===== src/rtl/ctc_pkg.sv =====
// ----------------------------------------------------------------------------
// ctc_pkg
// Shared types, constants and arithmetic helpers of the cubic temperature
// compensation pipeline.
// ----------------------------------------------------------------------------
package ctc_pkg;

   // Pipeline depth: front, three prescale/multiply rounds, scale, sum.
   localparam int NUM_STAGES = 9;

   localparam int TEMP_W  = 16;
   localparam int COEF_W  = 32;
   localparam int CORR_W  = 16;
   localparam int CSR_IDX_W = 3;

   localparam logic [TEMP_W-1:0] BASE_ALL_ONES = 16'hFFFF;
   localparam logic [TEMP_W-1:0] BASE_ZERO     = 16'h0000;

   localparam logic [5:0] SIG_LIMIT      = 6'd32;
   localparam logic [5:0] PRESCALE_STEP  = 6'd10;
   localparam logic [5:0] TARGET_SCALE   = 6'd30;
   localparam int         TERM_SHIFT     = 10;

   localparam logic signed [COEF_W-1:0] ACC_MAX = 32'sh7FFF_FFFF;
   localparam logic signed [COEF_W-1:0] ACC_MIN = 32'sh8000_0000;
   localparam logic signed [COEF_W-1:0] CORR_MAX32 = 32'sd32767;
   localparam logic signed [COEF_W-1:0] CORR_MIN32 = -32'sd32768;

   // Configuration register indexes.
   typedef enum logic [CSR_IDX_W-1:0] {
      CSR_TEMP_BASE  = 3'd0,
      CSR_COEF_ZERO  = 3'd1,
      CSR_COEF_ONE   = 3'd2,
      CSR_COEF_TWO   = 3'd3,
      CSR_COEF_THREE = 3'd4
   } ctc_csr_type;

   // Per-item context that travels down the cubic path.
   typedef struct packed {
      logic signed [TEMP_W-1:0] d;
      logic [4:0]               sbd;
      logic                     inv;
      logic signed [COEF_W-1:0] acc;
      logic [5:0]               shift;
   } ctc_stage_type;

   // Significant bits of a two's complement word: bit length of the
   // magnitude pattern plus one for a negative value.
   function automatic logic [5:0] sig_bits(input logic [COEF_W-1:0] v);
      logic [COEF_W-1:0] m;
      logic [5:0]        n;
      m = v[COEF_W-1] ? ~v : v;
      n = '0;
      for (int i = 0; i < COEF_W; i++) begin
         if (m[i]) begin
            n = 6'(i + 1);
         end
      end
      return n + {5'b0, v[COEF_W-1]};
   endfunction

   // Significant bits left after an arithmetic right shift by ten.
   function automatic logic [5:0] sig_bits_shifted(input logic [5:0] sb,
                                                   input logic       neg);
      logic [5:0] r;
      if (neg) begin
         r = (sb > 6'd11) ? sb - PRESCALE_STEP : 6'd1;
      end else begin
         r = (sb > 6'd10) ? sb - PRESCALE_STEP : 6'd0;
      end
      return r;
   endfunction

endpackage


===== src/rtl/ctc_finish.sv =====
// ----------------------------------------------------------------------------
// ctc_finish
// Rescale the cubic accumulator to 2^30, then add the lower terms and clamp
// to 16 bits into the output register.
// ----------------------------------------------------------------------------
module ctc_finish import ctc_pkg::*; (
   input  logic                     clock,
   input  logic                     en_scale,
   input  logic                     en_out,
   input  ctc_stage_type            stage_in,
   input  logic signed [COEF_W-1:0] poly,
   output logic signed [CORR_W-1:0] correction,
   output logic                     params_invalid
);

   logic signed [COEF_W-1:0] cube_ff, cube_in;
   logic                     inv_ff;
   logic signed [CORR_W-1:0] corr_ff, corr_in;
   logic                     invalid_ff;
   logic [5:0]               excess;
   logic [4:0]               lshift;
   logic signed [COEF_W-1:0] high_part;
   logic                     fits;
   logic signed [COEF_W-1:0] total;

   // Undo the prescale: right shift toward 2^30, or saturating left shift.
   always_comb begin
      excess    = stage_in.shift - TARGET_SCALE;
      lshift    = excess[4:0];
      high_part = stage_in.acc >>> (5'd31 - lshift);
      fits      = (high_part == '0) || (high_part == '1);
      if (stage_in.shift <= TARGET_SCALE) begin
         cube_in = stage_in.acc >>> (5'(TARGET_SCALE - stage_in.shift));
      end else if (fits) begin
         cube_in = stage_in.acc <<< lshift;
      end else begin
         cube_in = stage_in.acc[COEF_W-1] ? ACC_MIN : ACC_MAX;
      end
   end

   // Sum and clamp; an invalid base forces zero.
   always_comb begin
      total = cube_ff + poly;
      priority if (inv_ff) begin
         corr_in = '0;
      end else if (total >= CORR_MAX32) begin
         corr_in = CORR_MAX32[CORR_W-1:0];
      end else if (total <= CORR_MIN32) begin
         corr_in = CORR_MIN32[CORR_W-1:0];
      end else begin
         corr_in = total[CORR_W-1:0];
      end
   end

   always_ff @(posedge clock) begin
      if (en_scale) begin
         cube_ff <= cube_in;
         inv_ff  <= stage_in.inv;
      end
      if (en_out) begin
         corr_ff    <= corr_in;
         invalid_ff <= inv_ff;
      end
   end

   assign correction     = corr_ff;
   assign params_invalid = invalid_ff;

endmodule


===== config.mk =====
export PLATFORM = sky130hd
export DESIGN_NAME = ctc_finish
export DESIGN_NICKNAME = d
export VERILOG_FILES = /design/src/rtl/ctc_pkg.sv /design/src/rtl/ctc_finish.sv
export SDC_FILE = /design/constraint.sdc
export NUM_CORES = 1
export LEC_CHECK = 0
export BUFFER_PORTS_ARGS = -buffer_cell sky130_fd_sc_hd__buf_2
export CAP_MARGIN = 20
export CELL_PAD_IN_SITES_DETAIL_PLACEMENT = 2
export CELL_PAD_IN_SITES_GLOBAL_PLACEMENT = 2
export CORE_AREA = 5 5 155 157
export DETAILED_ROUTE_END_ITERATION = 8
export DIE_AREA = 0 0 160 162
export PLACE_DENSITY_LB_ADDON = 0.1
export SYNTH_ARGS = -nofsm -noshare
export SYNTH_HDL_FRONTEND = slang
export SYNTH_SLANG_ARGS = --single-unit
export TNS_END_PERCENT = 100

===== constraint.sdc =====
create_clock -name clock -period 6.3 [get_ports clock]
set_input_delay 1.26 -clock clock [delete_from_list [all_inputs] [get_ports clock]]
set_output_delay 1.26 -clock clock [all_outputs]
set_load 0.02 [all_outputs]

# ---- After elaboration in Yosys (flattened, before gate mapping)
# Cells that the tools add are included.
dict set report op_classes {
  add_sub_neg 4
  magnitude_cmp 3
  n_eq_ne 1
  n_shift 3
  mux 5
  n_reduce_logical 3
}
# operator count
set op_table {}
lappend op_table {{32-bit 2-to-1 mux} 3}
lappend op_table {{32-bit by 5-bit >>> shifter with 32-bit output} 2}
lappend op_table {{32-bit adder} 1}
lappend op_table {{32-bit == test, second input constant} 1}
lappend op_table {{32-bit by 16-bit >= comparator with 1-bit output, second input constant} 1}
lappend op_table {{32-bit by 16-bit less-or-equal comparator with 1-bit output, second input constant} 1}
lappend op_table {{32-bit zero test} 1}
lappend op_table {{32-bit by 5-bit <<< shifter with 32-bit output} 1}
lappend op_table {{16-bit 2-to-1 mux} 1}
lappend op_table {{15-bit 2-to-1 mux} 1}
lappend op_table {{5-bit subtractor, first input constant} 2}
lappend op_table {{6-bit by 5-bit less-or-equal comparator with 1-bit output, second input constant} 1}
lappend op_table {{5-bit subtractor, second input constant} 1}
lappend op_table {{2-bit OR reduction} 1}
lappend op_table {{1-bit logical OR} 1}
dict set report totals {
  register_bits 50
  output_inout_bits 17
  elab_cells 24
}

# ---- Longest topological paths before layout
# Gate-level depths: netlist (run 1).
dict set report logic_depth {
  ltp_word 7
  depth_mapped 15
  ltp_nobuf 12
}

# ---- Worst setup path before layout (run 1)
# Ideal clock, no wire load.
dict set report synth_path {
  path_type {input to register}
  from {input poly[0]}
  to {register corr_ff[10], in the netlist correction[10] (data pin)}
  setup_time_ps 270
  arrival_time_ps 4520
  required_ps 6030
  slack_ps 1510
  stages 13
  n_path_buf 1
  cell_sequence {ha_1 fa_1 a21o_1 a221o_1 a21o_1 and3_1 or4b_1 o211ai_1 nand3_1 or4_1 o311ai_2 buf_4 a21oi_1}
}
dict set report synth_via {
  elab_chain_len 4
  word_cells_on_any_way 5
}
# item line_no
set synth_lines {}
lappend synth_lines {{start: declaration} ctc_finish.sv:11} ;# input logic signed [COEF_W-1:0] poly,
lappend synth_lines {{32-bit adder *} ctc_finish.sv:43} ;# total = cube_ff + poly;
lappend synth_lines {{32-bit by 16-bit less-or-equal comparator with 1-bit output} ctc_finish.sv:48} ;# end else if (total <= CORR_MIN32) begin
lappend synth_lines {{16-bit 2-to-1 mux} ctc_finish.sv:48}
lappend synth_lines {{15-bit 2-to-1 mux *} ctc_finish.sv:46} ;# end else if (total >= CORR_MAX32) begin
lappend synth_lines {{end signal: assignment} ctc_finish.sv:61} ;# corr_ff <= corr_in;
lappend synth_lines {{end: declaration} ctc_finish.sv:18} ;# logic signed [CORR_W-1:0] corr_ff, corr_in;
# Every way passes the cells marked *; elsewhere a longest branch is shown, timed or not.
# A chain may end at the register's enable or synchronous reset.

# ---- Final worst setup path (run 1)
dict set report layout_path {
  from {input stage_in[2] (netlist bit)}
  to {register cube_ff[2] (data pin)}
}
dict set report layout_via {
  elab_chain_len 7
  word_cells_on_any_way 12
}
# item line_no
set layout_lines {}
lappend layout_lines {{start: declaration} ctc_finish.sv:10} ;# input ctc_stage_type stage_in,
lappend layout_lines {{5-bit subtractor} ctc_finish.sv:28} ;# excess = stage_in.shift - TARGET_SCALE;
lappend layout_lines {{5-bit subtractor} ctc_finish.sv:30} ;# high_part = stage_in.acc >>> (5'd31 - lshift);
lappend layout_lines {{32-bit by 5-bit >>> shifter with 32-bit output} ctc_finish.sv:30}
lappend layout_lines {{32-bit == test / 32-bit zero test (equally long branches)} ctc_finish.sv:31} ;# fits = (high_part == '0) || (high_part == '1);
lappend layout_lines {{1-bit logical OR} ctc_finish.sv:31}
lappend layout_lines {{32-bit 2-to-1 mux} ctc_finish.sv:34} ;# end else if (fits) begin
lappend layout_lines {{32-bit 2-to-1 mux *} ctc_finish.sv:32} ;# if (stage_in.shift <= TARGET_SCALE) begin
lappend layout_lines {{net cube_in[2]} ctc_finish.sv:16} ;# logic signed [COEF_W-1:0] cube_ff, cube_in;
lappend layout_lines {{end signal: assignment} ctc_finish.sv:57} ;# cube_ff <= cube_in;
lappend layout_lines {{end: declaration} ctc_finish.sv:16}
# Mark *: on every way through the listed nets, which the timed path passes. The rest lies on a longest branch.

==> run summary, run 1 <==
Clock Power Share -> 0.154
Total Routing Usage GR -> 0.237
CTS root buffer -> clkbuf_16
DR iter-0 viols -> 460
clk buf depth -> 2
count of pins over their slew limit -> 0
Switch Pwr -> 790 uW
r2r setup slk -> 1950 ps
clk_skew -> 7.42 ps
Max Clock Freq -> 182 MHz
worst vdd ir -> 99.4 uV
gpl congestion -> 0.889
die extent in x -> 160 um
Util after Layout -> 0.385
Yosys top cell by area -> edfxtp_1
Power Total -> 1740 uW
CP startpoint kind -> input pin
combinational share of power -> 0.597
top post-synthesis cells by count -> nand2_1 (120), a21oi_1 (81), mux4_2 (54), nor2_1 (52), o21ai_0 (52)
initial antenna violation count -> 0
Vias -> 7822
Sw Ratio -> 0.454
status -> completed
Seq. cell area -> 1500 um^2
hold slack final -> 495 ps
final instance area -> 8610 um^2
# DRC -> 0
area share of the largest cell type after synthesis -> 0.194
Initial Utilization -> 0.347
Setup TNS -> 0 ps
footprint of the multi-input gates -> 5960 um^2
RSZ-0062 raised after global routing -> false
# resized after CTS -> 0
Max-slew headroom -> 0.411
HPWL after DPL -> 25.4 mm
HP Class -> reg2reg
Final Hold Vio Count -> 0
leakage power -> 0.00324 uW
Arr. time, crit path -> 5520 ps
count of different cell masters after synthesis -> 75
Main synth FF type -> edfxtp_1
vias in the first global route -> 8237
ANT nets after route -> 0
Die H -> 162 um
total CTS buffers -> 5
type of the worst setup path -> in2reg
die area -> 25900 um^2
Syn-to-layout area delta -> 11.0%
io pins -> 112
max cap viols -> 0
Post-CTS Setup Inserts -> 0
sequential share of power -> 0.249
Wirelength per Cell -> 25.7 um
H-tree depth -> 2
Mapped Nets -> 1014
pwr dens -> 202 nW/um^2
WL final -> 31.4 mm
worst slew pin tran -> 882 ps
count of clock tree sinks -> 50
Pre-antenna DRT Iters -> 5
Setup crit end -> cube_ff[2]$_DFFE_PP_
FF+latch count, synth -> 50
global-route wire length before repair -> 49.4 mm
hold buffer count at cts -> 0
Core ar. -> 22400 um^2
post-synthesis sequential area ratio -> 0.194
Synth Instances -> 885
Post-synth EDFFs -> 50
mapped cell area -> 7750 um^2
TritonCTS clock tree -> done
largest net degree at the start of global routing -> 52
Req. time, crit path -> 6320 ps
Int Pwr -> 951 uW
Crit Path Max Fanout -> 28
R2R cell count -> 13
# fillers -> 2479
FP Rows -> 55
worst r2r dst -> correction[10]$_SDFFCE_PP0P_
critical path startpoint -> stage_in[2]
count leader, synth -> nand2_1
Area contributors post-synth -> edfxtp_1 (19%), mux4_2 (16%), nand2_1 (5.8%), mux2i_1 (5.4%), ha_1 (5.3%)
Post-Place Cell Area -> 8460 um^2
Setup Viol. Count Final -> 0
NumNets Final -> 1066
Critical Path Sink Type -> flop
# diodes -> 0
Clk pin slew, worst setup/hold paths -> 70 ps
layout cell share with drive strength beyond 1 -> 0.231
Worst-Skew Late Latency -> 290 ps
Via density -> 6.40
count of buffers from port buffering -> 90
global route total overflow -> 0
yosys warns -> 0
Syn Area/Cell -> 8.76 um^2
Tcrit/Tclk final -> 0.872
worst reg2reg startpoint -> cube_ff[0]$_DFFE_PP_
asr flop ratio synth -> 0
minimum clock period -> 5490 ps
kinds of logic (layout without fill, tap and decap cells):
family / Yosys count / count (layout) / share of synthesized area
and+or+nand+nor: 298 / 298 / 0.186
AOI/OAI and AO/OA: 267 / 267 / 0.229
muxes: 120 / 120 / 0.246
buffers and inverters: 77 / 130 / 0.0437
DFF: 50 / 50 / 0.194
xor gates and xnor gates: 39 / 39 / 0.0450
adders and majority gates: 34 / 34 / 0.0558
state kept, by name (all words and copies together), names as in the netlist:
signal,flops
correction,16
params_invalid,1
inv_ff,1
cube_ff,32
metal layers:
metal / routed length, um / vias up / track usage
met5: 0 / - / 0
met4: 1290 / 0 / 0.0911
met2: 15500 / 257 / 0.421
met3: 1250 / 55 / 0.0180
li1: - / 3579 / -
met1: 13300 / 3931 / 0.301
final cells by class:
cell class                      instances  area share
Sequential cell                        50       0.174
Timing Repair Buffer                  110      0.0701
Clock buffer                            6      0.0150
Multi-Input combinational cell        758       0.692
Inverter                               12     0.00523
Clock inverter                          2     0.00145
Tap cell                              285      0.0414
cells in the final DEF, fill, tap and decap left out, types with 4 or more instances in the layout:
cell type and n:
a211oi_1 16, a21o_1 12, a21oi_1 81, a221o_1 10, a311oi_1 4, a31oi_1 12
and3_1 12, and4_1 6, buf_2 89, buf_4 21, clkbuf_16 5, edfxtp_1 50
ha_1 33, inv_1 11, mux2_2 22, mux2i_1 42, mux4_2 54, nand2_1 120
nand3_1 26, nand4_1 10, nor2_1 52, nor2b_1 7, nor3_1 26, nor4_1 8
o211ai_1 24, o21a_1 7, o21ai_0 52, o21bai_1 4, o221ai_1 4, o31ai_1 4
or3_1 4, or4_1 6, xnor2_1 25, xor2_1 9
worst min path at each step:
stage,start,endpoint,slack [ps],cells after the start
after floorplan,inv_ff$_DFFE_PP_,params_invalid$_DFFE_PP_,450,0
after global placement,inv_ff$_DFFE_PP_,params_invalid$_DFFE_PP_,480,0
after detailed placement,inv_ff$_DFFE_PP_,params_invalid$_DFFE_PP_,480,0
after CTS,inv_ff$_DFFE_PP_,params_invalid$_DFFE_PP_,500,0
after global routing,inv_ff$_DFFE_PP_,params_invalid$_DFFE_PP_,500,0
final,inv_ff$_DFFE_PP_,params_invalid$_DFFE_PP_,490,0
power by group through the flow:
stage / combinational (uW) / sequential, uW / clock, uW
3_5_place_dp: 1030 / 442 / 0
2_1_floorplan: 684 / 455 / 0
6_report: 1040 / 433 / 268
5_1_grt: 1120 / 437 / 295
4_1_cts: 1030 / 434 / 278
3_3_place_gp: 992 / 439 / 0
through the flow:
step	worst slack (ps)	cells
after CTS	811	1222
after global routing	492	1223
after global placement	585	1214
after floorplan	1510	885
after detailed placement	511	1214
final	809	1223
critical path: stages:
cell and delay (ps):
buf_2 180, ha_1 420, xor2_4 750, buf_4 320, mux4_2 310, nor4_1 540, and4_1 280, a41oi_1 50
o32a_4 490, nor2_4 240, nand2_1 190, o311ai_1 480
No activity file was read; power rests on OpenSTA's default activity.
==> inputs of run 2 (changes only) <==
==> constraint.sdc (replaced) <==
create_clock -name clock -period 6.3 [get_ports clock]
set_input_delay 0.63 -clock clock [delete_from_list [all_inputs] [get_ports clock]]
set_output_delay 0.63 -clock clock [all_outputs]
set_load 0.02 [all_outputs]
==> run 2 against run 1 <==
Maximum frequency rose by 10%; sequential power about the same; wire length barely moved; worst setup slack gained 520 ps; die area unchanged; core utilization fell by 0.13 points; via count is 0.93% lower; combinational power barely moved; non-clock buffer count decreased by 4; flip-flop and latch count is the same; first-iteration DRC count decreased by 4.1%; largest cell class unchanged.
==> run summary, run 2 (synthesis gave the netlist of run 1 again) <==
count of buffers from port buffering -> 90 (unchanged)
Core ar. -> 22400 um^2 (unchanged)
ANT nets after route -> 0 (unchanged)
hold buffer count at cts -> 0 (unchanged)
Setup TNS -> 0 ps (unchanged)
die extent in x -> 160 um (unchanged)
Tcrit/Tclk final -> 0.789 (-0.0825)
Biggest register -> cube_ff
HP Class -> reg2reg
Int Pwr -> 949 uW (-0.14%)
Max Clock Freq -> 201 MHz (+10%)
io pins -> 112 (unchanged)
global-route wire length before repair -> 49.2 mm (-0.32%)
layout cell share with drive strength beyond 1 -> 0.228 (-0.00329)
# diodes -> 0 (unchanged)
most frequent cells in the layout -> nand2_1 (120), buf_2 (89), a21oi_1 (81), mux4_2 (54)
largest net degree at the start of global routing -> 71 (+37%)
Crit-path slowest cell -> xor2_4
vias in the first global route -> 8318 (+0.98%)
Pre-antenna DRT Iters -> 4 (-1)
Crit Path Max Fanout -> 32 (+14%)
CTS root buffer -> clkbuf_16
CP startpoint kind -> input pin
Post-CTS Setup Inserts -> 0 (unchanged)
Setup Viol. Count Final -> 0 (unchanged)
Final Hold Vio Count -> 0 (unchanged)
max reg flops -> 32 (unchanged)
DR iter-0 viols -> 441 (-4.1%)
Via density -> 6.36 (-0.61%)
clk buf depth -> 2 (unchanged)
NumNets Final -> 1062 (-0.38%)
# DRC -> 0 (unchanged)
status -> completed
count of pins over their slew limit -> 0 (unchanged)
Clock Power Share -> 0.154 (about the same)
RSZ-0062 raised after global routing -> false
Clk pin slew, worst setup/hold paths -> 70 ps (about the same)
worst slew pin tran -> 1050 ps (+167 ps)
Critical Path Sink Type -> flop
Req. time, crit path -> 6340 ps (+20 ps)
count of clock tree sinks -> 50 (unchanged)
Vias -> 7749 (-0.93%)
die area -> 25900 um^2 (unchanged)
Total Routing Usage GR -> 0.236 (-0.000921)
H-tree depth -> 2 (unchanged)
TritonCTS clock tree -> done
HPWL after DPL -> 25.3 mm (-0.29%)
FP Rows -> 55 (unchanged)
combinational share of power -> 0.597 (about the same)
Max-slew headroom -> 0.300 (-0.112)
worst path cell trace -> buf_2 > ha_1 > xor2_4 > buf_4 > mux4_2 > nor4_1 > and4_1 > a41oi_1 > o32a_4 > nor2_4 > nand2_1 > o311ai_1
leakage power -> 0.00322 uW (-0.59%)
hold slack final -> 488 ps (-6.52 ps)
Switch Pwr -> 793 uW (+0.45%)
Arr. time, crit path -> 5010 ps (-510 ps)
# fillers -> 2490 (+0.44%)
most common cell after layout, fill and taps aside -> nand2_1
# resized after CTS -> 0 (unchanged)
gpl congestion -> 0.902 (+1.5%)
minimum clock period -> 4970 ps (-520 ps)
Worst-Skew Late Latency -> 300 ps (about the same)
max cap viols -> 0 (unchanged)
worst vdd ir -> 95.2 uV (-4.3%)
pwr dens -> 203 nW/um^2 (+0.48%)
CP top delay family -> simple AND/OR/NAND/NOR gates
Initial Utilization -> 0.347 (unchanged)
WL final -> 31.4 mm (about the same)
sequential share of power -> 0.249 (about the same)
Critical Path Max Stage Delay -> 860 ps (+110 ps)
Die H -> 162 um (unchanged)
clk_skew -> 4.44 ps (-2.98 ps)
Wirelength per Cell -> 25.8 um (+0.33%)
type of the worst setup path -> in2reg
total CTS buffers -> 5 (unchanged)
Syn-to-layout area delta -> 10.6%
CP bufs+invs -> 2 (unchanged)
global route total overflow -> 0 (unchanged)
initial antenna violation count -> 0 (unchanged)
Sw Ratio -> 0.455 (+0.00146)
## run 2: worst paths after layout
check / startpoint / endpoint / slack (ps) / depth (start not counted)
worst max-delay path: stage_in[2] / cube_ff[4]$_DFFE_PP_ / 1330 / 12
worst max register to register: cube_ff[0]$_DFFE_PP_ / correction[10]$_SDFFCE_PP0P_ / 2000 / 13
worst min-delay path: inv_ff$_DFFE_PP_ / params_invalid$_DFFE_PP_ / 490 / 0
worst min register to register: inv_ff$_DFFE_PP_ / params_invalid$_DFFE_PP_ / 490 / 0
## run 2: per-stage QoR
step	power [uW]	util	setup WS (ps)	std cells	instance area, um^2
after floorplan	1140	-	2140	885	7750
after global placement	1430	0.377	1230	1210	8430
after detailed placement	1470	0.377	1070	1210	8430
after CTS	1750	0.383	1360	1218	8570
after global routing	1850	0.384	1200	1219	8580
final	1740	0.384	1330	1219	8580
## run 2: final cells by class
cell class                 count  area, um^2  share of cell area
multi-input combinational    758        5960               0.695
sequential                    50        1500               0.175
timing repair buffer         106         573              0.0668
tap                          285         357              0.0416
clock buffer                   6         129              0.0150
inverter                      12        45.0             0.00525
clock inverter                 2        12.5             0.00146
## run 2: power groups by stage
stage	clock network [uW]	logic [uW]	registers [uW]
floorplan	0	684	455
global placement	0	992	439
detailed placement	0	1030	442
CTS	276	1040	434
global route	292	1120	438
finish	268	1040	434
## run 2: per-layer routing
metal | vias to the layer above | wire length, um | share of wire | track usage
li1 | 3582 | - | - | -
met1 | 3902 | 13600 | 0.43 | 0.301
met2 | 213 | 15400 | 0.49 | 0.416
met3 | 52 | 1220 | 0.039 | 0.0221
met4 | 0 | 1260 | 0.040 | 0.0911
met5 | - | 0 | 0 | 0
